===== src/hw/rtl/restoring_sign_magnitude_divider_defines.svh =====
// ----------------------------------------------------------------------------
// restoring sign-magnitude divider assertion macros
// shared property wrappers clocked on clk and disabled during reset
// ----------------------------------------------------------------------------
`ifndef RESTORING_SIGN_MAGNITUDE_DIVIDER_DEFINES_SVH
`define RESTORING_SIGN_MAGNITUDE_DIVIDER_DEFINES_SVH

// same-cycle implication
`define RSMD_ASSERT_IMP(name, ante, cons, msg) \
	name: assert property (@(posedge clk) disable iff (!arst_n) (ante) |-> (cons)) \
		else $error(msg);

// next-cycle implication
`define RSMD_ASSERT_NXT(name, ante, cons, msg) \
	name: assert property (@(posedge clk) disable iff (!arst_n) (ante) |=> (cons)) \
		else $error(msg);

`endif


===== src/hw/rtl/rsmd_pkg.sv =====
// ----------------------------------------------------------------------------
// rsmd_pkg
// shared constants and controller/datapath interface types of the divider
// ----------------------------------------------------------------------------
`timescale 1ns / 1ps

package rsmd_pkg;

	localparam int MAX_WORD_BITS_DEF = 12;
	localparam int MIN_WORD_BITS     = 4;
	localparam int CFG_W             = 4;
	localparam logic [CFG_W-1:0] WORD_BITS_RST = 4'd12;

	typedef struct packed {
		logic load;
		logic step;
		logic finish;
	} rsmd_cmd_t;

	typedef struct packed {
		logic ovf;
		logic last;
	} rsmd_sts_t;

endpackage


===== src/hw/rtl/rsmd_ctrl.sv =====
// ----------------------------------------------------------------------------
// rsmd_ctrl
// sequencer: load, one shift-subtract step per cycle, finish, result strobe
// ----------------------------------------------------------------------------
`timescale 1ns / 1ps
`include "restoring_sign_magnitude_divider_defines.svh"

module rsmd_ctrl (
	input  logic               clk,
	input  logic               arst_n,
	input  logic               start,
	output logic               busy,
	output logic               done,
	output rsmd_pkg::rsmd_cmd_t cmd,
	input  rsmd_pkg::rsmd_sts_t sts
);

	typedef enum logic [1:0] {
		ST_IDLE,
		ST_STEP,
		ST_FINISH
	} state_t;

	state_t state_q;
	logic   done_q;

	assign busy = (state_q != ST_IDLE);
	assign done = done_q;

	always_comb begin
		cmd.load   = (state_q == ST_IDLE) && start;
		cmd.step   = (state_q == ST_STEP) && !sts.ovf;
		cmd.finish = (state_q == ST_FINISH);
	end

	always_ff @(posedge clk or negedge arst_n) begin
		if (!arst_n) begin
			state_q <= ST_IDLE;
			done_q  <= 1'b0;
		end else begin
			done_q <= (state_q == ST_FINISH);
			case (state_q)
				ST_IDLE: begin
					if (start) begin
						state_q <= ST_STEP;
					end
				end
				ST_STEP: begin
					if (sts.ovf || sts.last) begin
						state_q <= ST_FINISH;
					end
				end
				ST_FINISH: begin
					state_q <= ST_IDLE;
				end
				default: begin
					state_q <= ST_IDLE;
				end
			endcase
		end
	end

	`RSMD_ASSERT_IMP(a_done_idle, done, !busy, "result strobe while busy")
	`RSMD_ASSERT_NXT(a_start_busy, start && !busy, busy, "accepted request did not start")
	`RSMD_ASSERT_NXT(a_finish_done, state_q == ST_FINISH, done, "finish without strobe")
	`RSMD_ASSERT_NXT(a_ovf_skip, (state_q == ST_STEP) && sts.ovf, state_q == ST_FINISH,
		"overflow did not skip steps")

endmodule


===== src/hw/rtl/rsmd_dp.sv =====
// ----------------------------------------------------------------------------
// rsmd_dp
// width register, operand unpacking, restoring step unit and result registers
// ----------------------------------------------------------------------------
`timescale 1ns / 1ps

module rsmd_dp #(
	parameter int MAX_WORD_BITS = rsmd_pkg::MAX_WORD_BITS_DEF
) (
	input  logic                              clk,
	input  logic                              arst_n,
	input  logic                              cfg_we,
	input  logic [rsmd_pkg::CFG_W-1:0]        cfg_data,
	input  logic [2*MAX_WORD_BITS:0]          dividend_bits,
	input  logic [MAX_WORD_BITS:0]            divisor_bits,
	input  rsmd_pkg::rsmd_cmd_t               cmd,
	output rsmd_pkg::rsmd_sts_t               sts,
	output logic signed [MAX_WORD_BITS:0]     quotient,
	output logic [MAX_WORD_BITS-1:0]          remainder,
	output logic                              overflow,
	output logic [$clog2(2*MAX_WORD_BITS+1)-1:0] op_count
);

	localparam int W   = MAX_WORD_BITS;
	localparam int NW  = $clog2(W + 1);
	localparam int IW  = $clog2(W);
	localparam int DIW = $clog2(2 * W + 1);
	localparam int OW  = $clog2(2 * W + 1);
	localparam int CW  = (NW > rsmd_pkg::CFG_W) ? NW : rsmd_pkg::CFG_W;

	logic [rsmd_pkg::CFG_W-1:0] wb_q;

	logic [CW-1:0]  wb_ext;
	logic [CW-1:0]  n_clamp;
	logic [NW-1:0]  n_eff;
	logic [W-1:0]   mask;
	logic [W-1:0]   upper;
	logic [W-1:0]   lower;
	logic [W-1:0]   dmag;
	logic           s1;
	logic           s2;

	logic [NW-1:0]  n_q;
	logic [W-1:0]   mask_q;
	logic [W:0]     a_q;
	logic [W-1:0]   q_q;
	logic [W-1:0]   dmag_q;
	logic           sgn_q;
	logic           ovf_q;
	logic [IW-1:0]  cnt_q;
	logic [OW-1:0]  ops_q;

	logic [W:0]     a_sh;
	logic [W:0]     a_sub;
	logic           fits;
	logic [W-1:0]   q_sh;
	logic [W:0]     q_pos;

	logic signed [W:0] quotient_q;
	logic [W-1:0]      remainder_q;
	logic              overflow_q;
	logic [OW-1:0]     op_count_q;

	always_ff @(posedge clk or negedge arst_n) begin
		if (!arst_n) begin
			wb_q <= rsmd_pkg::WORD_BITS_RST;
		end else if (cfg_we) begin
			wb_q <= cfg_data;
		end
	end

	// clamp width to the supported range
	always_comb begin
		wb_ext = CW'(wb_q);
		if (wb_ext < CW'(rsmd_pkg::MIN_WORD_BITS)) begin
			n_clamp = CW'(rsmd_pkg::MIN_WORD_BITS);
		end else if (wb_ext > CW'(W)) begin
			n_clamp = CW'(W);
		end else begin
			n_clamp = wb_ext;
		end
		n_eff = NW'(n_clamp);
		mask  = W'(({{W{1'b0}}, 1'b1} << n_eff) - 1'b1);
		upper = W'(dividend_bits >> n_eff) & mask;
		lower = dividend_bits[W-1:0] & mask;
		dmag  = divisor_bits[W-1:0] & mask;
		s1    = dividend_bits[DIW'({n_eff, 1'b0})];
		s2    = divisor_bits[n_eff];
	end

	// one restoring step
	always_comb begin
		a_sh  = {a_q[W-1:0], q_q[IW'(n_q - 1'b1)]};
		fits  = (a_sh >= {1'b0, dmag_q});
		a_sub = a_sh - {1'b0, dmag_q};
		q_sh  = (q_q << 1) & mask_q;
		q_pos = {1'b0, q_q};
	end

	assign sts.ovf  = ovf_q;
	assign sts.last = (cnt_q == IW'(n_q - 1'b1));

	always_ff @(posedge clk) begin
		if (cmd.load) begin
			n_q    <= n_eff;
			mask_q <= mask;
			a_q    <= {1'b0, upper};
			q_q    <= lower;
			dmag_q <= dmag;
			sgn_q  <= s1 ^ s2;
			ovf_q  <= (upper >= dmag);
			cnt_q  <= '0;
			ops_q  <= '0;
		end else if (cmd.step) begin
			cnt_q <= cnt_q + 1'b1;
			if (fits) begin
				a_q   <= a_sub;
				q_q   <= q_sh | {{(W-1){1'b0}}, 1'b1};
				ops_q <= ops_q + OW'(1);
			end else begin
				a_q   <= a_sh;
				q_q   <= q_sh;
				ops_q <= ops_q + OW'(2);
			end
		end
		if (cmd.finish) begin
			overflow_q <= ovf_q;
			if (ovf_q) begin
				quotient_q  <= '0;
				remainder_q <= '0;
				op_count_q  <= '0;
			end else begin
				quotient_q  <= sgn_q ? $signed((W+1)'(0) - q_pos) : $signed(q_pos);
				remainder_q <= a_q[W-1:0];
				op_count_q  <= ops_q;
			end
		end
	end

	assign quotient  = quotient_q;
	assign remainder = remainder_q;
	assign overflow  = overflow_q;
	assign op_count  = op_count_q;

endmodule


===== src/hw/rtl/restoring_sign_magnitude_divider.sv =====
// ----------------------------------------------------------------------------
// restoring_sign_magnitude_divider
// sign-magnitude divider with overflow detect and restoring shift-subtract
// ----------------------------------------------------------------------------
// Request channel: drive dividend_bits and divisor_bits and raise start; the
// request is taken at the rising edge where start is high and busy is low.
// busy stays high until the result is registered.
// Result channel: done pulses for one cycle with quotient, remainder, overflow
// and op_count valid in that cycle. The receiver cannot stall, so it must
// capture the result in that cycle; a new request may be taken in the same
// cycle that done is high.
// Sequence: the request is loaded at the accepting edge, then the single shared
// shift-subtract unit retires one quotient bit per cycle, one for each of the n
// bits of the clamped word_bits value, then a finish state applies the sign and
// registers the result; an overflowing request skips the steps. A new request
// is taken only once the previous one has left the busy states.
// Config: cfg_data is written into word_bits when cfg_valid and cfg_ready are
// both high; cfg_ready is high while the divider is idle.
// Reset: arst_n clears the sequencer and sets word_bits to 12; no result is
// pending after reset.
// ----------------------------------------------------------------------------
`timescale 1ns / 1ps

module restoring_sign_magnitude_divider #(
	parameter int MAX_WORD_BITS = rsmd_pkg::MAX_WORD_BITS_DEF
) (
	input  logic                                  clk,
	input  logic                                  arst_n,
	input  logic                                  cfg_valid,
	output logic                                  cfg_ready,
	input  logic [rsmd_pkg::CFG_W-1:0]            cfg_data,
	input  logic                                  start,
	output logic                                  busy,
	input  logic [2*MAX_WORD_BITS:0]              dividend_bits,
	input  logic [MAX_WORD_BITS:0]                divisor_bits,
	output logic                                  done,
	output logic signed [MAX_WORD_BITS:0]         quotient,
	output logic [MAX_WORD_BITS-1:0]              remainder,
	output logic                                  overflow,
	output logic [$clog2(2*MAX_WORD_BITS+1)-1:0]  op_count
);

	rsmd_pkg::rsmd_cmd_t cmd;
	rsmd_pkg::rsmd_sts_t sts;

	assign cfg_ready = !busy;

	rsmd_ctrl u_ctrl (
		.clk    (clk),
		.arst_n (arst_n),
		.start  (start),
		.busy   (busy),
		.done   (done),
		.cmd    (cmd),
		.sts    (sts)
	);

	rsmd_dp #(
		.MAX_WORD_BITS (MAX_WORD_BITS)
	) u_dp (
		.clk           (clk),
		.arst_n        (arst_n),
		.cfg_we        (cfg_valid && cfg_ready),
		.cfg_data      (cfg_data),
		.dividend_bits (dividend_bits),
		.divisor_bits  (divisor_bits),
		.cmd           (cmd),
		.sts           (sts),
		.quotient      (quotient),
		.remainder     (remainder),
		.overflow      (overflow),
		.op_count      (op_count)
	);

endmodule


===== config.mk =====
export PLATFORM = sky130hd
export DESIGN_NAME = restoring_sign_magnitude_divider
export DESIGN_NICKNAME = d
export VERILOG_FILES = /design/src/hw/rtl/rsmd_pkg.sv /design/src/hw/rtl/rsmd_ctrl.sv /design/src/hw/rtl/rsmd_dp.sv /design/src/hw/rtl/restoring_sign_magnitude_divider.sv
export VERILOG_INCLUDE_DIRS = /design/src /design/src/hw/rtl
export SDC_FILE = /design/constraint.sdc
export NUM_CORES = 1
export LEC_CHECK = 0
export ABC_AREA = 1
export BUFFER_PORTS_ARGS = -buffer_cell sky130_fd_sc_hd__buf_2
export CAP_MARGIN = 20
export CORE_MARGIN = 2
export CORE_UTILIZATION = 59
export CTS_CLUSTER_SIZE = 25
export DETAILED_ROUTE_END_ITERATION = 7
export PLACE_DENSITY = 0.92
export SETUP_SLACK_MARGIN = 0.1
export SYNTH_ARGS = -nofsm -noshare
export SYNTH_HDL_FRONTEND = slang
export SYNTH_SLANG_ARGS = --single-unit

===== constraint.sdc =====
create_clock -name clk -period 3.02 [get_ports clk]
set_input_delay 0 -clock clk [delete_from_list [all_inputs] [get_ports clk]]
set_output_delay 0 -clock clk [all_outputs]
set_load 0.02 [all_outputs]

-- Word-level counts from Yosys, hierarchy flattened
Index checks and enable logic that the tools add are counted.
- output and inout port bits: 34
- bits in registers: 101
- word-level logic and storage cells: 74
- input bits: 46
- reduce and logical (&&, ||, !) cells: 11
- eq/ne operators: 5
- shift operators: 2
- $add $sub $neg: 7
- muxes and demuxes: 19
- $lt $le $gt $ge: 7
- bitwise operators: 6
- operators with widths (operator ; number):
    $mux 12 ; 6
    $and 12x12->12 ; 4
    $shr 25x4->12 ; 1
    $ge 13x12->1 ; 1
    $sub 1x12->13 const A ; 1
    $bmux 1 s4 ; 3
    $ge 12x12->1 ; 1
    $shl 1x4->12 const A ; 1
    $sub 12x1->12 const B ; 1
    $sub 12x12->12 ; 1
    $lt 4x5->1 const B ; 2
    $mux 4 ; 2
    $lt 5x6->1 const B ; 1
    $add 5x1->5 const B ; 1
    $add 5x2->5 const B ; 1
    $mux 5 ; 1
    $add 4x1->4 const B ; 1
    $eq 4x4->1 ; 1
    $gt 4x4->1 const B ; 1
    $lt 4x3->1 const B ; 1
    $mux 1 ; 4
    $mux 2 ; 2
    $ne 2x2->1 const B ; 2
    $pmux 2 s2 ; 1
    12 further kinds ; 16

-- Depth between registers and ports, before layout
- depth after elaboration: 7
- depth in mapped cells: 19
- mapped depth without buffers: 19

-- Hierarchy
Synthesis repeated with hierarchy kept, for this count alone.
- cell total of the unflattened synthesis: 816
- area total of the unflattened synthesis: 6409.9 µm²
- modules (own cells, without submodules) (module ; cells each ; sequential area each (µm²) ; instances ; area each (µm²)):
    rsmd_dp ; 797 ; 2805.2 ; 1 ; 6268.5
    rsmd_ctrl ; 16 ; 75.1 ; 1 ; 127.6
    restoring_sign_magnitude_divider ; 3 ; 0.0 ; 1 ; 13.8

-- Least setup slack after synthesis
Ideal clock, no wire load.
- path kind: register -> register
- start: reg u_dp.n_q[0]
- end: reg u_dp.a_q[6] (data pin)
- cell stages (with the launch flop): 19
- library setup time: 0.255 ns
- period minus slack after synthesis: 2.776 ns
- data required time: 2.765 ns
- path buffers: 0
- data arrival time: 2.521 ns
- setup slack: 0.244 ns
- path through: edfxtp_1 -> inv_1 -> ha_1 -> inv_1 -> a21oi_1 -> o21ai_0 -> nand3_1 -> nand3_1 -> nand2_1 -> ha_1 -> fa_1 -> o21ai_0 -> nand2_1 -> nand2_1 -> xor2_1 -> nand2_1 -> nand2_1 -> nand2_1 -> nand2_1
- word-level cells in the longest chain between the ends: 7
- elaborated cells between the ends (all ways): 8
- those cells by class: add/sub: 2; order compare: 1; mux: 5
- ends and longest elaborated chain (item ; RTL line ; source):
    start: declaration ; rsmd_dp.sv:43 ; logic [NW-1:0] n_q;
    start signal: assignment ; rsmd_dp.sv:105 ; n_q <= n_eff;
    $sub 4x1->4 (*) ; rsmd_dp.sv:93 ; a_sh = {a_q[W-1:0], q_q[IW'(n_q - 1'b1)]};
    $bmux 1 s4 (*) ; rsmd_dp.sv:93 ;
    $mux 1 (implied by the code) (*) ; rsmd_dp.sv:93 ;
    $sub 12x12->12 or $ge 13x12->1 (tied branches) ; rsmd_dp.sv:95, rsmd_dp.sv:94 ;
    $mux 12 (*) ; rsmd_dp.sv:116 ; if (fits) begin
    $mux 12 (*) ; rsmd_dp.sv:114 ; end else if (cmd.step) begin
    $mux 12 (*) ; rsmd_dp.sv:104 ; if (cmd.load) begin
    end signal: assignment ; rsmd_dp.sv:107 ; a_q <= {1'b0, upper};
    end signal: assignment ; rsmd_dp.sv:117 ; a_q <= a_sub;
    end signal: assignment ; rsmd_dp.sv:121 ; a_q <= a_sh;
    end: declaration ; rsmd_dp.sv:45 ; logic [W:0] a_q;
Every way passes the cells marked *; elsewhere a longest branch is shown, timed or not. The select of a mux whose other input is x is not followed.
A chain may end at the register's enable or synchronous reset.

-- Worst setup path after layout
- start: reg u_dp.wb_q (netlist bit u_dp.wb_ext[2])
- end: reg u_dp.ovf_q (data pin)
- word-level cells in the longest chain between the ends: 7
- elaborated cells between the ends (all ways): 10
- those cells by class: add/sub: 1; order compare: 3; shift: 2; mux: 2; bitwise: 2
- ends and longest elaborated chain (item ; RTL line ; source):
    start: declaration ; rsmd_dp.sv:31 ; logic [rsmd_pkg::CFG_W-1:0] wb_q;
    start signal: assignment ; rsmd_dp.sv:66 ; wb_q <= rsmd_pkg::WORD_BITS_RST;
    start signal: assignment ; rsmd_dp.sv:68 ; wb_q <= cfg_data;
    $gt 4x4->1 ; rsmd_dp.sv:77 ; end else if (wb_ext > CW'(W)) begin
    $mux 4 ; rsmd_dp.sv:77 ;
    $mux 4 (*) ; rsmd_dp.sv:75 ; if (wb_ext < CW'(rsmd_pkg::MIN_WORD_BITS)) begin
    $shl 1x4->12 ; rsmd_dp.sv:83 ; mask = W'(({{W{1'b0}}, 1'b1} << n_eff) - 1'b1);
    $sub 12x1->12 ; rsmd_dp.sv:83 ;
    $and 12x12->12 (on tied branches) ; rsmd_dp.sv:84, rsmd_dp.sv:86 ;
    $ge 12x12->1 (*) ; rsmd_dp.sv:111 ; ovf_q <= (upper >= dmag);
    end signal: assignment ; rsmd_dp.sv:111 ;
    end: declaration ; rsmd_dp.sv:49 ; logic ovf_q;
Every way passes the cells marked *; elsewhere a longest branch is shown, timed or not.

==> out/results.ini <==
[clocking]
cts_buffer_depth=2
cts-root-buf=clkbuf_8
cts_sinks=100
h-tree-depth=3
clkLatencyLatePin_ps=380
path_clk_slew_ps=90
cts_buffers=9
cts_tree=done

[critical_path]
crit_fanout=31
worstSetupStartpointType=flop
slowest_delay_ps=600
arrival_ps=2880
cp.required_ps=3140
cp_slowest_cell=dfstp_2
path_cells=inv_2, nand2_2, nand3_2, buf_12, nand2_1, o21ai_1, o21ai_0, inv_1, and3_1, ha_1, a21oi_1, o31ai_1, nand3_1, nand4_1
r2r_start=u_dp.wb_ext[2]
worst_setup_path_end_kind=flop
rrSetupSlack_ps=260
crit_type=reg2reg
reg2regPathDepth=14
timing.rr.end=u_dp.ovf_q

[timing]
period_share_pct=91.4
finClkSkew_ps=11.5
finalWorstSetupSlack_ps=259
report.final.slew_viol_count=0
tns_ps=0
hold_slack_ps=63.6
min_period_ps=2760
max_freq_mhz=362
setup_viol=0
rsz0062_at_grt=false
hold_viol=0

[pwr]
leakagePower_nw=3.70
p_total_mw=9.09
power_density_mw_per_mm2=1190
vdd_drop_max_v=0.000619

[drt]
wl_met1_mm=6.54
ant_nets=0
drt-total-wl_mm=16.5
avgViaCountPerCell=5.59
drc_errors=0
wire_per_inst_um=15.3
met2_wirelength_mm=7.57
vias=6011
routed.top_layer=met4
drtIter0Drc=409
wl_met3_mm=1.48
first_pass_iters=7

[global_routing]
antenna_found_initial=0
grt_pass1_vias=5619
grt_max_degree=46
overflow=0
grt_pass1_wl_mm=26.7
track_usage_pct=29.7

[hold_path]
hp-start=cfg_valid
hold_class=in2reg
whs_path_depth=3
hold_path_end=u_dp.wb_ext[3]

[placed_design]
port-buffer-count=79
gp_congestion=0.947
dp_hpwl_mm=11.7
dp_cells=1028
place_area_mm2=0.00702
pre_cts_ws_ps=32.0

[floorplanning]
ios=80
dieArea_mm2=0.0117
dieHeight_um=108
start_util_pct=61.2
rows=37
die_w_um=108
core_area_mm2=0.0104

[cells_and_area]
drive_gt1_share_pct=16.9
area_growth_pct=19.6
layout_commonest_cell=nand2_1
antenna_cells=0
num-nets-final=1011
design_area_mm2=0.00762
layout_common_cells=nand2_1 (213), inv_1 (120), edfxtp_1 (84)
final_cells=1075
final_util_pct=73.2

[logic_synthesis]
netlist_instances=815
synth_top_cell_area_share_pct=39.6
syn-cell-area_mm2=0.00637
yosys_warnings=0
synth-main-ff-cell=edfxtp_1
synthArstFlopShare_pct=7.00
synthTopCellsByArea=edfxtp_1 (40%), nand2_1 (13%), inv_1 (7.2%)
ys_types=45
synth_edf_count=84
synth_seq_cells=100
synth_top_area_cell=edfxtp_1
yosysSeqAreaShare_pct=45.2
syn_area_per_cell_um2=7.82

[run_status]
status=finished, final reports clean

[job]
maxCapViolCount=0

## power breakdown
part           switching (mW)  total (mW)  internal (mW)
logic                    3.55        5.55           1.99
registers               0.376        2.67           2.30
clock network           0.457       0.867          0.409
## what timing repair did
action / in CTS / in global routing
hold endpoints to repair: 30 / 0
gates cloned: 0 / 1
buffers inserted: 0 / 5
hold buffers: 25 / 0
setup endpoints to repair: 9 / 17
pin swaps: 0 / 4
resized for setup: 5 / 21
## worst max-delay path, delay by kind of cell (launching register included)
kind                     cells  cell delay [ps]
AND/OR/NAND/NOR              6              650
flip-flops                   1              600
AO/OA/AOI/OAI                4              550
buffers and inverters        3              400
adder cells (fa/ha/maj)      1              290
## cells by family (layout without fill, tap and decap cells)
group,after synthesis,count (layout),share of synthesized area [%]
AOI/OAI and AO/OA,93,93,8.44
DFF,100,100,45.2
xor gates and xnor gates,15,15,2.18
and+or+nand+nor,420,420,28.3
adders and majority gates,31,31,6.20
other,1,3,0.0588
buffers and inverters,155,277,9.60
## cell usage after synthesis (9+ instances only)
cell type	number
a21oi_1	36
clkbuf_1	16
dfxtp_1	9
edfxtp_1	84
ha_1	30
inv_1	123
nand2_1	216
nand3_1	80
nand4_1	11
nor2_1	75
nor3_1	19
o211ai_1	12
o21ai_0	23
## routing by layer
metal,GRT usage (%),up-vias
met5,0,-
met3,4.58,63
met2,48.8,355
li1,-,2914
met4,15.6,0
met1,38.2,2679
## layout make-up
cell class / count / area (µm²)
Tap cell: 136 / 170
Timing Repair Buffer: 133 / 913
Fill cell: 774 / 2800
Clock inverter: 5 / 57.6
Multi-Input combinational cell: 562 / 2970
Inverter: 128 / 488
Sequential cell: 100 / 2880
Clock buffer: 11 / 141
## sequential cells by signal, summed over array words and instances, names as in the netlist
signal          cells
u_dp.quotient      13
u_dp.a_q           12
u_dp.dmag_q        12
u_dp.q_q           12
u_dp.remainder     12
u_dp.mask_q        11
u_dp.op_count       5
u_dp.ops_q          5
u_dp.cnt_q          4
u_dp.n_q            4
u_dp.wb_ext         4
u_ctrl.state_q      2
u_ctrl.done         1
u_dp.overflow       1
u_dp.ovf_q          1
u_dp.sgn_q          1
## worst max path at each step
stage | startpoint | to | slack (ps) | cells after the start
final | u_dp.wb_ext[2] | u_dp.ovf_q | 260 | 14
after global routing | u_dp.n_q[0] | u_dp.a_q[6] | 20 | 19
after CTS | u_dp.n_q[0] | u_dp.a_q[0] | 120 | 19
after detailed placement | u_dp.n_q[0] | u_dp.a_q[6] | 30 | 18
after global placement | u_dp.n_q[0] | u_dp.a_q[6] | 160 | 18
after floorplan | u_dp.n_q[0] | u_dp.a_q[6] | 240 | 18
No activity file was read; power rests on OpenSTA's default activity.
